<file path="config.mk">
export PLATFORM = sky130hd
export DESIGN_NAME = client_slot_table_top
export DESIGN_NICKNAME = d
export VERILOG_FILES = /design/src/sv/cst_pkg.sv /design/src/sv/cst_alu.sv /design/src/sv/cst_store.sv /design/src/sv/client_slot_table_top.sv
export SDC_FILE = /design/constraint.sdc
export NUM_CORES = 1
export LEC_CHECK = 0
export CORE_AREA = 2 2 186 188
export CTS_CLUSTER_DIAMETER = 200
export CTS_CLUSTER_SIZE = 14
export DETAILED_ROUTE_END_ITERATION = 8
export DIE_AREA = 0 0 188 190
export DONT_BUFFER_PORTS = 1
export PLACE_DENSITY = 0.7
export SETUP_SLACK_MARGIN = 0.5
export SLEW_MARGIN = 10
export SYNTH_ARGS = -nofsm -noshare
export SYNTH_HDL_FRONTEND = slang
export SYNTH_SLANG_ARGS = --single-unit
export TNS_END_PERCENT = 30
</file>
<file path="constraint.sdc">
create_clock -name clk -period 5.36 [get_ports clk]
set_input_delay 1.072 -clock clk [delete_from_list [all_inputs] [get_ports clk]]
set_output_delay 1.072 -clock clk [all_outputs]
set_load 0.05 [all_outputs]
</file>
<file path="src/sv/cst_pkg.sv">
// Shared types and constants for the client slot table.
package cst_pkg;

	localparam logic [1:0] FUNC_JOIN  = 2'd0;
	localparam logic [1:0] FUNC_LEAVE = 2'd1;
	localparam logic [1:0] FUNC_INPUT = 2'd2;
	localparam logic [1:0] FUNC_TICK  = 2'd3;

	localparam logic [15:0] TIMEOUT_RESET = 16'd300;
	localparam logic [15:0] IDLE_MAX      = 16'hFFFF;

	typedef enum logic [2:0] {
		ST_IDLE,
		ST_JOIN_SCAN,
		ST_JOIN_READ,
		ST_NAMED_READ,
		ST_NAMED_EXEC,
		ST_TICK,
		ST_RESULT
	} state_t;

	// store command: read strobe and write enables for one cycle
	typedef struct packed {
		logic rd;
		logic ep_we;
		logic idle_we;
		logic btn_we;
		logic used_we;
		logic used_val;
	} st_cmd_t;

endpackage

</file>
<file path="src/sv/cst_alu.sv">
// Shared compare and increment unit: endpoint match, idle aging, timeout test.
module cst_alu (
	input  logic [31:0] st_address,
	input  logic [15:0] st_port,
	input  logic [31:0] address,
	input  logic [15:0] port,
	input  logic [15:0] idle,
	input  logic [15:0] timeout,
	output logic        match,
	output logic [15:0] idle_inc,
	output logic        expired
);
	import cst_pkg::*;

	always_comb begin
		match    = (st_address == address) && (st_port == port);
		idle_inc = (idle == IDLE_MAX) ? idle : idle + 16'd1;
		expired  = idle_inc > timeout;
	end

endmodule

</file>
<file path="src/sv/cst_store.sv">
// Slot storage: endpoint, idle count and button memories plus per-slot flags.
module cst_store #(
	parameter int SLOTS = 4,
	parameter int IW    = (SLOTS > 1) ? $clog2(SLOTS) : 1
) (
	input  logic             clk,
	input  logic             arst_n,
	input  cst_pkg::st_cmd_t cmd,
	input  logic [IW-1:0]    rd_idx,
	input  logic [IW-1:0]    wr_idx,
	input  logic [31:0]      wr_address,
	input  logic [15:0]      wr_port,
	input  logic [15:0]      wr_idle,
	input  logic [3:0]       wr_btn,
	output logic [SLOTS-1:0] used,
	output logic [31:0]      rd_address,
	output logic [15:0]      rd_port,
	output logic [15:0]      rd_idle,
	output logic [3:0]       rd_btn
);
	import cst_pkg::*;

	logic [31:0] addr_mem [SLOTS];
	logic [15:0] port_mem [SLOTS];
	logic [15:0] idle_mem [SLOTS];
	logic [3:0]  btn_mem  [SLOTS];

	logic [SLOTS-1:0] used_q;
	logic [SLOTS-1:0] btn_set_q;
	logic             rd_used_q;
	logic             rd_btn_set_q;
	logic [31:0]      rd_addr_q;
	logic [3:0]       rd_btn_q;

	// flags: slot in use (address nonzero), button word ever written
	always_ff @(posedge clk or negedge arst_n) begin
		if (!arst_n) begin
			used_q    <= '0;
			btn_set_q <= '0;
		end else begin
			if (cmd.used_we) used_q[wr_idx] <= cmd.used_val;
			if (cmd.btn_we)  btn_set_q[wr_idx] <= 1'b1;
		end
	end

	always_ff @(posedge clk) begin
		if (cmd.ep_we) begin
			addr_mem[wr_idx] <= wr_address;
			port_mem[wr_idx] <= wr_port;
		end
		if (cmd.idle_we) idle_mem[wr_idx] <= wr_idle;
		if (cmd.btn_we)  btn_mem[wr_idx]  <= wr_btn;
		if (cmd.rd) begin
			rd_addr_q    <= addr_mem[rd_idx];
			rd_port      <= port_mem[rd_idx];
			rd_idle      <= idle_mem[rd_idx];
			rd_btn_q     <= btn_mem[rd_idx];
			rd_used_q    <= used_q[rd_idx];
			rd_btn_set_q <= btn_set_q[rd_idx];
		end
	end

	// a free slot reads as address zero, an unwritten button word as zero
	assign rd_address = rd_used_q ? rd_addr_q : 32'd0;
	assign rd_btn     = rd_btn_set_q ? rd_btn_q : 4'd0;
	assign used       = used_q;

endmodule

</file>
<file path="src/sv/client_slot_table_top.sv">
// Client slot table top level: sequencer, result register and config register.
//
// Session table of SLOTS client slots keyed by (address, port); a slot whose
// address is zero is free. Each accepted word yields exactly one result word.
// Join scans the slots one per cycle for the lowest free one; tick ages the
// used slots one per cycle through the shared increment/compare unit, with
// the idle-count memory read one slot ahead of the update. Leave and input
// read the named slot, then compare and update. The block takes a new word
// only when idle (in_stall high otherwise), and a finished result sits in the
// output register until out_stall drops. timeout_ticks is written through
// cfg_we/cfg_data and resets to 300; the user writes it only while idle, the
// block does not enforce this. A used slot is freed when its idle count
// exceeds timeout_ticks. There is no clearing pass after reset.
module client_slot_table_top #(
	parameter int SLOTS = 4
) (
	input  logic        clk,
	input  logic        arst_n,
	input  logic        in_valid,
	output logic        in_stall,
	input  logic [1:0]  func,
	input  logic [31:0] client_address,
	input  logic [15:0] client_port,
	input  logic [15:0] slot_index,
	input  logic [3:0]  button_bits,
	output logic        out_valid,
	input  logic        out_stall,
	output logic        accepted,
	output logic [1:0]  assigned_slot,
	output logic [3:0]  slot_buttons,
	output logic [3:0]  active_mask,
	input  logic        cfg_we,
	input  logic [15:0] cfg_data
);
	import cst_pkg::*;

	localparam int            IW   = (SLOTS > 1) ? $clog2(SLOTS) : 1;
	localparam logic [IW-1:0] LAST = IW'(SLOTS - 1);

	state_t state_q, state_d;

	// latched input word
	logic [1:0]  func_q;
	logic [31:0] addr_q;
	logic [15:0] port_q;
	logic [15:0] named_q;
	logic [3:0]  btn_q;

	logic [15:0]   timeout_q;
	logic [IW-1:0] idx_q;      // scan counter
	logic          tick_done_q;
	logic          vld_s1;     // tick slot in update stage
	logic [IW-1:0] idx_s1;

	// pending result
	logic       res_acc_q;
	logic [1:0] res_slot_q;
	logic [3:0] res_btn_q;

	logic        out_valid_q;
	logic        acc_out_q;
	logic [1:0]  slot_out_q;
	logic [3:0]  btn_out_q;
	logic [3:0]  mask_out_q;

	// store interface
	st_cmd_t          cmd;
	logic [IW-1:0]    rd_idx, wr_idx;
	logic [15:0]      wr_idle;
	logic [SLOTS-1:0] used;
	logic [31:0]      rd_address;
	logic [15:0]      rd_port, rd_idle;
	logic [3:0]       rd_btn;

	logic          match, expired;
	logic [15:0]   idle_inc;
	logic          in_range, hit;
	logic [IW-1:0] named_idx;
	logic [3:0]    mask_now;

	cst_store #(.SLOTS(SLOTS), .IW(IW)) u_store (
		.clk       (clk),
		.arst_n    (arst_n),
		.cmd       (cmd),
		.rd_idx    (rd_idx),
		.wr_idx    (wr_idx),
		.wr_address(addr_q),
		.wr_port   (port_q),
		.wr_idle   (wr_idle),
		.wr_btn    (btn_q),
		.used      (used),
		.rd_address(rd_address),
		.rd_port   (rd_port),
		.rd_idle   (rd_idle),
		.rd_btn    (rd_btn)
	);

	cst_alu u_alu (
		.st_address(rd_address),
		.st_port   (rd_port),
		.address   (addr_q),
		.port      (port_q),
		.idle      (rd_idle),
		.timeout   (timeout_q),
		.match     (match),
		.idle_inc  (idle_inc),
		.expired   (expired)
	);

	assign named_idx = named_q[IW-1:0];
	assign in_range  = named_q < 16'(SLOTS);
	assign hit       = in_range && match;
	assign in_stall  = (state_q != ST_IDLE);

	// slots 0..3 only
	always_comb begin
		mask_now = '0;
		for (int i = 0; i < 4; i++) begin
			if (i < SLOTS) mask_now[i] = used[i];
		end
	end

	always_ff @(posedge clk or negedge arst_n) begin
		if (!arst_n) state_q <= ST_IDLE;
		else         state_q <= state_d;
	end

	// next state and store commands
	always_comb begin
		state_d      = state_q;
		cmd          = '0;
		rd_idx       = idx_q;
		wr_idx       = idx_q;
		wr_idle      = '0;
		unique case (state_q)
			ST_IDLE: begin
				if (in_valid) begin
					unique case (func) inside
						FUNC_JOIN:              state_d = ST_JOIN_SCAN;
						FUNC_LEAVE, FUNC_INPUT: state_d = ST_NAMED_READ;
						default:                state_d = ST_TICK;
					endcase
				end
			end
			ST_JOIN_SCAN: begin
				if (!used[idx_q]) begin
					// claim slot; stays free when joining from address zero
					cmd.ep_we    = 1'b1;
					cmd.idle_we  = 1'b1;
					cmd.used_we  = 1'b1;
					cmd.used_val = (addr_q != 32'd0);
					cmd.rd       = 1'b1;
					state_d      = ST_JOIN_READ;
				end else if (idx_q == LAST) begin
					state_d = ST_RESULT;
				end
			end
			ST_JOIN_READ: state_d = ST_RESULT;
			ST_NAMED_READ: begin
				cmd.rd  = 1'b1;
				rd_idx  = named_idx;
				state_d = ST_NAMED_EXEC;
			end
			ST_NAMED_EXEC: begin
				wr_idx = named_idx;
				if (hit) begin
					if (func_q == FUNC_LEAVE) begin
						cmd.used_we  = 1'b1;
						cmd.used_val = 1'b0;
					end else begin
						cmd.btn_we  = 1'b1;
						cmd.idle_we = 1'b1;
					end
				end
				state_d = ST_RESULT;
			end
			ST_TICK: begin
				// read slot idx_q while updating slot idx_s1
				cmd.rd = !tick_done_q;
				if (vld_s1 && used[idx_s1]) begin
					wr_idx      = idx_s1;
					wr_idle     = idle_inc;
					cmd.idle_we = 1'b1;
					if (expired) begin
						cmd.used_we  = 1'b1;
						cmd.used_val = 1'b0;
					end
				end
				if (tick_done_q && !vld_s1) state_d = ST_RESULT;
			end
			ST_RESULT: begin
				if (!out_valid_q || !out_stall) state_d = ST_IDLE;
			end
			default: state_d = ST_IDLE;
		endcase
	end

	// control registers
	always_ff @(posedge clk or negedge arst_n) begin
		if (!arst_n) begin
			out_valid_q <= 1'b0;
			idx_q       <= '0;
			tick_done_q <= 1'b0;
			vld_s1      <= 1'b0;
			timeout_q   <= TIMEOUT_RESET;
		end else begin
			if (cfg_we) timeout_q <= cfg_data;
			if (state_q == ST_RESULT && state_d == ST_IDLE) out_valid_q <= 1'b1;
			else if (!out_stall)                            out_valid_q <= 1'b0;
			case (state_q)
				ST_IDLE: begin
					idx_q       <= '0;
					tick_done_q <= 1'b0;
					vld_s1      <= 1'b0;
				end
				ST_JOIN_SCAN: begin
					if (used[idx_q] && idx_q != LAST) idx_q <= idx_q + 1'b1;
				end
				ST_TICK: begin
					vld_s1 <= !tick_done_q;
					if (!tick_done_q) begin
						if (idx_q == LAST) tick_done_q <= 1'b1;
						else               idx_q <= idx_q + 1'b1;
					end
				end
				default: ;
			endcase
		end
	end

	// payload registers
	always_ff @(posedge clk) begin
		idx_s1 <= idx_q;
		case (state_q)
			ST_IDLE: begin
				if (in_valid) begin
					func_q     <= func;
					addr_q     <= client_address;
					port_q     <= client_port;
					named_q    <= slot_index;
					btn_q      <= button_bits;
					res_acc_q  <= 1'b0;
					res_slot_q <= '0;
					res_btn_q  <= '0;
				end
			end
			ST_JOIN_SCAN: begin
				if (!used[idx_q]) begin
					res_acc_q  <= 1'b1;
					res_slot_q <= 2'(idx_q);
				end
			end
			ST_JOIN_READ: res_btn_q <= rd_btn;
			ST_NAMED_EXEC: begin
				res_acc_q  <= hit;
				res_slot_q <= named_q[1:0];
				if (!in_range)                       res_btn_q <= 4'd0;
				else if (hit && func_q == FUNC_INPUT) res_btn_q <= btn_q;
				else                                  res_btn_q <= rd_btn;
			end
			ST_RESULT: begin
				if (!out_valid_q || !out_stall) begin
					acc_out_q  <= res_acc_q;
					slot_out_q <= res_slot_q;
					btn_out_q  <= res_btn_q;
					mask_out_q <= mask_now;
				end
			end
			default: ;
		endcase
	end

	assign out_valid     = out_valid_q;
	assign accepted      = acc_out_q;
	assign assigned_slot = slot_out_q;
	assign slot_buttons  = btn_out_q;
	assign active_mask   = mask_out_q;

endmodule

</file>
---- Word level (Yosys, flattened, before mapping) ----
Memories as Yosys holds them, arrays and structs flattened. A register that Yosys moved wholly into a read port is not among the register bits.
Cells that the tools add are included.
W data, S select, Z words.
word-level totals
  memories kept ........................... 4
  input port bits ......................... 91
  ROM bits ................................ 0
  output and inout port bits .............. 13
  memory bits (writable) .................. 272
  bits in latches ......................... 0
  bits in registers ....................... 124
cells by class
  multipliers ............................. 0
  shift operators ......................... 0
  muxes and demuxes ....................... 65
  reduce and logical (&&, ||, !) cells .... 29
  equal/unequal tests ..................... 21
  div/mod/pow operators ................... 0
  add/subtract/negate cells ............... 2
  bitwise logic cells ..................... 1
  order comparisons ....................... 7
memories
  name              words  bits a word  rd ports  clocked after Yosys merged registers in  wr ports  RTL line         RTL
  u_store.addr_mem  4      32           1         1                                        1         cst_store.sv:23  logic [31:0] addr_mem [SLOTS];
  u_store.idle_mem  4      16           1         1                                        1         cst_store.sv:25  logic [15:0] idle_mem [SLOTS];
  u_store.port_mem  4      16           1         1                                        1         cst_store.sv:24  logic [15:0] port_mem [SLOTS];
  u_store.btn_mem   4      4            1         1                                        1         cst_store.sv:26  logic [3:0] btn_mem [SLOTS];
operators by type and width
  kind                     number
  $mux W16                 3
  $eq A32 B32 Y1           1
  $mux W32                 1
  $reduce_bool A32 Y1      1
  $mux W2                  12
  $mux W1                  20
  $mux W4                  5
  $mux W3                  6
  $pmux W2 S3              3
  $pmux W3 S6              1
  $add A16 B1 Y16 const B  1
  $eq A16 B16 Y1           1
  $eq A16 B16 Y1 const B   1
  $gt A16 B16 Y1           1
  $lt A16 B3 Y1 const B    1
  $lt A2 B3 Y1 const B     4
  $ne A2 B2 Y1 const B     6
  $pmux W4 S3              1
  $reduce_bool A3 Y1       4
  $eq A3 B3 Y1 const B     3
  $pmux W1 S3              3
  $bmux W1 S2              4
  $logic_and A1 B1 Y1      8
  $eq A2 B2 Y1 const B     3
  other kinds (21)         31

---- Depth between registers and ports, before layout ----
  depth in word-level cells ............... 10
  gate-level depth with buffers ........... 15

---- Modules after synthesis ----
A second synthesis with hierarchy kept.
second synthesis, totals
  cell total of the unflattened synthesis .. 949
  area total of the unflattened synthesis .. 18390.1 um^2
by module, submodules not included
  module                 cells each  instances  seq. area each (um^2)  area each (um^2)
  cst_store              504         1          10470.0                12673.4
  client_slot_table_top  269         1          3288.2                 4374.2
  cst_alu                176         1          0.0                    1342.5

---- Worst setup path before layout ----
Ideal clock, no wire load.
  kind .................................... reg2reg
  start point ............................. reg idx_q[0]
  end point ............................... reg u_store.rd_addr_q[0], read port of u_store.addr_mem (enable)
  arrival time ............................ 4.150 ns
  required time ........................... 4.862 ns
  setup slack ............................. 0.711 ns
  path buffers ............................ 0
  period minus slack after synthesis ...... 4.649 ns
  cell stages (with the launch flop) ...... 5
  cell sequence ........................... dfrtp_1 mux4_2 a21oi_1 a31oi_1 nor2_1
RTL lines
  what                    RTL line                      RTL
  start, declared         client_slot_table_top.sv:50   logic [IW-1:0] idx_q;
  start signal, assigned  client_slot_table_top.sv:217  if (used[idx_q] && idx_q != LAST) idx_q <= idx_q + 1'b1;
  start signal, assigned  client_slot_table_top.sv:223  else idx_q <= idx_q + 1'b1;
  end, declared           cst_store.sv:32               logic [31:0] rd_addr_q;

---- Worst setup path in the final report ----
  start point ............................. reg u_store.rd_used_q
  end point ............................... mem u_store.idle_mem[0][8] (enable)
on the way
  longest elaborated chain between the ends .. 8
ends and longest elaborated chain
  what                           RTL line                      RTL
  start, declared                cst_store.sv:30               logic rd_used_q;
  start signal, assigned         cst_store.sv:58               rd_used_q <= used_q[rd_idx];
  $mux W32                       cst_store.sv:64               assign rd_address = rd_used_q ? rd_addr_q : 32'd0;
  $eq A32 B32 Y1                 cst_alu.sv:16                 match = (st_address == address) && (st_port == port);
  $logic_and A1 B1 Y1            cst_alu.sv:16
  $logic_and A1 B1 Y1            client_slot_table_top.sv:112  assign hit = in_range && match;
  $mux W4                        client_slot_table_top.sv:166  if (hit) begin
  $pmux W1 S3                    client_slot_table_top.sv:135  unique case (state_q)
  $mux W1                        cst_store.sv:51               if (cmd.idle_we) idle_mem[wr_idx] <= wr_idle;
  $mux W1 (not written as such)  cst_store.sv:51
  end, declared                  cst_store.sv:25
No other way between the ends.

==> results.sh <==
export IMPL_overflow=0
export IMPL_detail_route_antenna_nets=0
export IMPL_min_period_ns=3.70
export IMPL_worstPathMaxFanout=21
export IMPL_rsz0062_at_grt="false"
export IMPL_tightest_slew_ns=1.04
export IMPL_status="completed"
export IMPL_arrival_ns=3.91
export IMPL_p_int_mw=6.34
export IMPL_yosys_cell_types_count=65
export IMPL_drt_wl_total_um=33100
export IMPL_setup_viol=0
export IMPL_finalHoldViolations=0
export IMPL_cts_hold_buf=0
export IMPL_grt_max_degree=71
export IMPL_antenna_found_initial=0
export IMPL_slew_viol_final=0
export IMPL_grt_usage_pct=18.9
export IMPL_final_common_cell="edfxtp_1"
export IMPL_io_pin_count=104
export IMPL_synth_fp_nets=1116
export IMPL_initial_core_util_pct=53.8
export IMPL_timing_final_crit_share_pct=69.0
export IMPL_wl_met3_um=1640
export IMPL_grt_pass1_wl_um=51800
export IMPL_critPathLaunchType="flop"
export IMPL_clk_latency_ns=0.54
export IMPL_top_layer="met4"
export IMPL_vias=8964
export IMPL_cts_clk_slew_worst_paths_ns=0.07
export IMPL_critPathRequiredTime_ns=5.57
export IMPL_syn_area_per_cell_um2=18.2
export IMPL_coreArea_um2=33900
export IMPL_wl_met1_um=14700
export IMPL_finalClockSkew_ns=0.0219
export IMPL_via_per_inst=5.96
export IMPL_gp_congestion=0.857
export IMPL_maxCapViolations=0
export IMPL_root_buffer="clkbuf_16"
export IMPL_p_sw_mw=2.25
export IMPL_peakVddDrop_mv=0.328
export IMPL_cts_setup_buffers=0
export IMPL_synth_seq_area_share_pct=75.3
export IMPL_crit_end="u_store.idle_mem[0][8]$_DFFE_PP_"
export IMPL_synth_warning_count=0
export IMPL_grt_pass1_vias=9092
export IMPL_clockPowerShare_pct=29.8
export IMPL_hold_class="in -> async"
export IMPL_wl_per_cell_um=22.0
export IMPL_cts_buffers=39
export IMPL_synthFlopType="edfxtp_1"
export IMPL_drc=0
export IMPL_place_worst_setup_slack_ns=1.69
export IMPL_pwr_density_cell_nw_per_um2=430
export IMPL_worstReg2RegEnd="u_store.idle_mem[0][8]$_DFFE_PP_"
export IMPL_synth_edf_count=430
export IMPL_wl_met2_um=16100
export IMPL_cts_tree="yes"
export IMPL_hpwl_um=20700
export IMPL_startpoint="u_store.rd_used_q$_DFFE_PP_"
export IMPL_port_buffer_count=0
export IMPL_combPwrFrac_pct=15.0
export IMPL_die_x_um=188
export IMPL_drtIter0Drc=699
export IMPL_fin_nets=1144
export IMPL_power_share_sequential_pct=55.2
export IMPL_row_count=68
export IMPL_die_area_um2=35700
export IMPL_clock_sinks=464
export IMPL_n_antenna_cell=0
export IMPL_synth_cells=1006
export IMPL_drive_gt1_share_pct=15.4
export IMPL_clock_path_buffers=3
export IMPL_area_delta_synth_final_pct=9.30
export IMPL_total_leakage_power_nw=6.60
export IMPL_setup_tns_ns=0
export IMPL_die_h_um=190
export IMPL_max_freq_mhz=270
export IMPL_final_cell_mix="edfxtp_1, mux4_2, nand2_1, clkbuf_16, nor2_1"
export IMPL_crit_type="reg -> reg"
export IMPL_syn_cell_area_um2=18300
export IMPL_ff2ff_path_depth=7
export IMPL_setup_ws_ns=1.66
export IMPL_synth_seq_cells=464
export IMPL_worstSetupEndpointType="flop"
export IMPL_max_slew_margin_rel_pct=30.5
export IMPL_async_flop_share_pct=6.90
export IMPL_cts_resized=0
export IMPL_h_tree_depth=2
export IMPL_first_pass_iters=5
export IMPL_r2r_slack_ns=1.66
export IMPL_r2r_start="u_store.rd_used_q$_DFFE_PP_"
export IMPL_switching_share_pct=26.2
==> per-stage QoR <==
stage	std cells	power (mW)	utilization, %	hold WS (ns)	instance area (um^2)
global placement	1448	6.09	55.6	0.401	18900
CTS	1504	8.70	58.8	0.210	20000
floorplan	1006	5.78	-	0.400	18300
finish	1504	8.59	58.8	0.231	20000
detailed placement	1448	6.13	55.6	0.409	18900
global route	1504	8.97	58.8	0.211	20000
==> worst min path at each step <==
stage / endpoint / slack (ns) / cells after the start
after detailed placement: slot_buttons[3]$_DFFE_PP_ / 0.41 / 0
after floorplan: accepted$_DFFE_PP_ / 0.40 / 0
after CTS: state_q[2]$_DFF_PN0_ / 0.21 / 0
after global routing: u_store.used[2]$_DFFE_PN0P_ / 0.21 / 0
final: u_store.btn_set_q[1]$_DFFE_PN0P_ / 0.23 / 0
after global placement: assigned_slot[1]$_DFFE_PP_ / 0.40 / 0
==> power groups by stage <==
| stage | registers, mW | clock network [mW] | logic, mW |
|---|---|---|---|
| global placement | 4.80 | 0 | 1.29 |
| finish | 4.74 | 2.56 | 1.29 |
| CTS | 4.74 | 2.64 | 1.32 |
| floorplan | 4.70 | 0 | 1.08 |
| detailed placement | 4.81 | 0 | 1.32 |
| global route | 4.78 | 2.75 | 1.44 |
==> layout make-up <==
type	count	area, um^2
clock buffers	53	1050
clock inverters	3	41.3
fillers	2497	14000
inverters	34	128
multi-input cells	477	4300
flip-flops and latches	464	13800
well taps	455	569
repair buffers	18	135
==> layer usage <==
layer | GRT usage [%] | vias to the layer above
met4 | 4.85 | 0
met5 | 0 | -
li1 | - | 4071
met2 | 31.1 | 275
met1 | 27.1 | 4571
met3 | 2.51 | 47
==> worst max-delay path: stages (launching register included) <==
cell	delay [ns]
edfxtp_1	0.77
nand4b_1	0.19
o22a_1	0.24
a2111oi_1	0.46
nand4_1	0.48
or4_4	0.72
a31oi_1	0.21
buf_4	0.29
==> sequential cells by signal (all words and copies together) (netlist names), 2 cells and up <==
| register | flops |
|---|---|
| active_mask | 4 |
| addr_q | 32 |
| assigned_slot | 2 |
| btn_q | 4 |
| func_q | 2 |
| idx_q | 2 |
| idx_s1 | 2 |
| named_q | 16 |
| port_q | 16 |
| res_btn_q | 4 |
| res_slot_q | 2 |
| slot_buttons | 4 |
| state_q | 3 |
| timeout_q | 16 |
| u_store.addr_mem | 128 |
| u_store.btn_mem | 16 |
| u_store.btn_set_q | 4 |
| u_store.idle_mem | 64 |
| u_store.port_mem | 64 |
| u_store.rd_addr_q | 32 |
| u_store.rd_btn_q | 4 |
| u_store.rd_idle | 16 |
| u_store.rd_port | 16 |
| u_store.used | 4 |
==> kinds of logic after synthesis <==
logic type,share of synthesized area [%]
mux,9.15
buf+inv,1.57
fa+ha+maj,1.30
simple gates,6.08
compound gates,4.76
xor+xnor,1.87
flops,75.3
==> synthesized netlist by cell type (4+ instances only) <==
master | number | area share [%]
nand3_1 | 36 | 0.99
nand2_1 | 40 | 0.82
nand4_1 | 13 | 0.44
o221ai_1 | 5 | 0.24
xor2_1 | 12 | 0.57
mux2i_1 | 4 | 0.22
o21a_1 | 6 | 0.25
nor2_1 | 43 | 0.88
nor3_1 | 10 | 0.27
dfstp_2 | 4 | 0.57
o22ai_1 | 9 | 0.31
dfrtp_1 | 28 | 3.8
nand4b_1 | 11 | 0.53
and3_1 | 4 | 0.14
xnor2_1 | 27 | 1.3
a21oi_1 | 23 | 0.63
and2_1 | 13 | 0.44
mux4_2 | 71 | 8.7
ha_1 | 19 | 1.3
a22oi_1 | 5 | 0.21
nor4_1 | 8 | 0.27
or2_2 | 5 | 0.17
o31a_1 | 4 | 0.19
buf_2 | 10 | 0.27
o21bai_1 | 5 | 0.21
o211ai_1 | 4 | 0.16
clkbuf_1 | 14 | 0.29
nor2b_1 | 8 | 0.27
buf_6 | 4 | 0.25
a31oi_1 | 6 | 0.21
a21o_1 | 4 | 0.16
edfxtp_1 | 430 | 71
inv_1 | 34 | 0.70
o21ai_0 | 37 | 1.0
No activity file was read; power rests on OpenSTA's default activity.
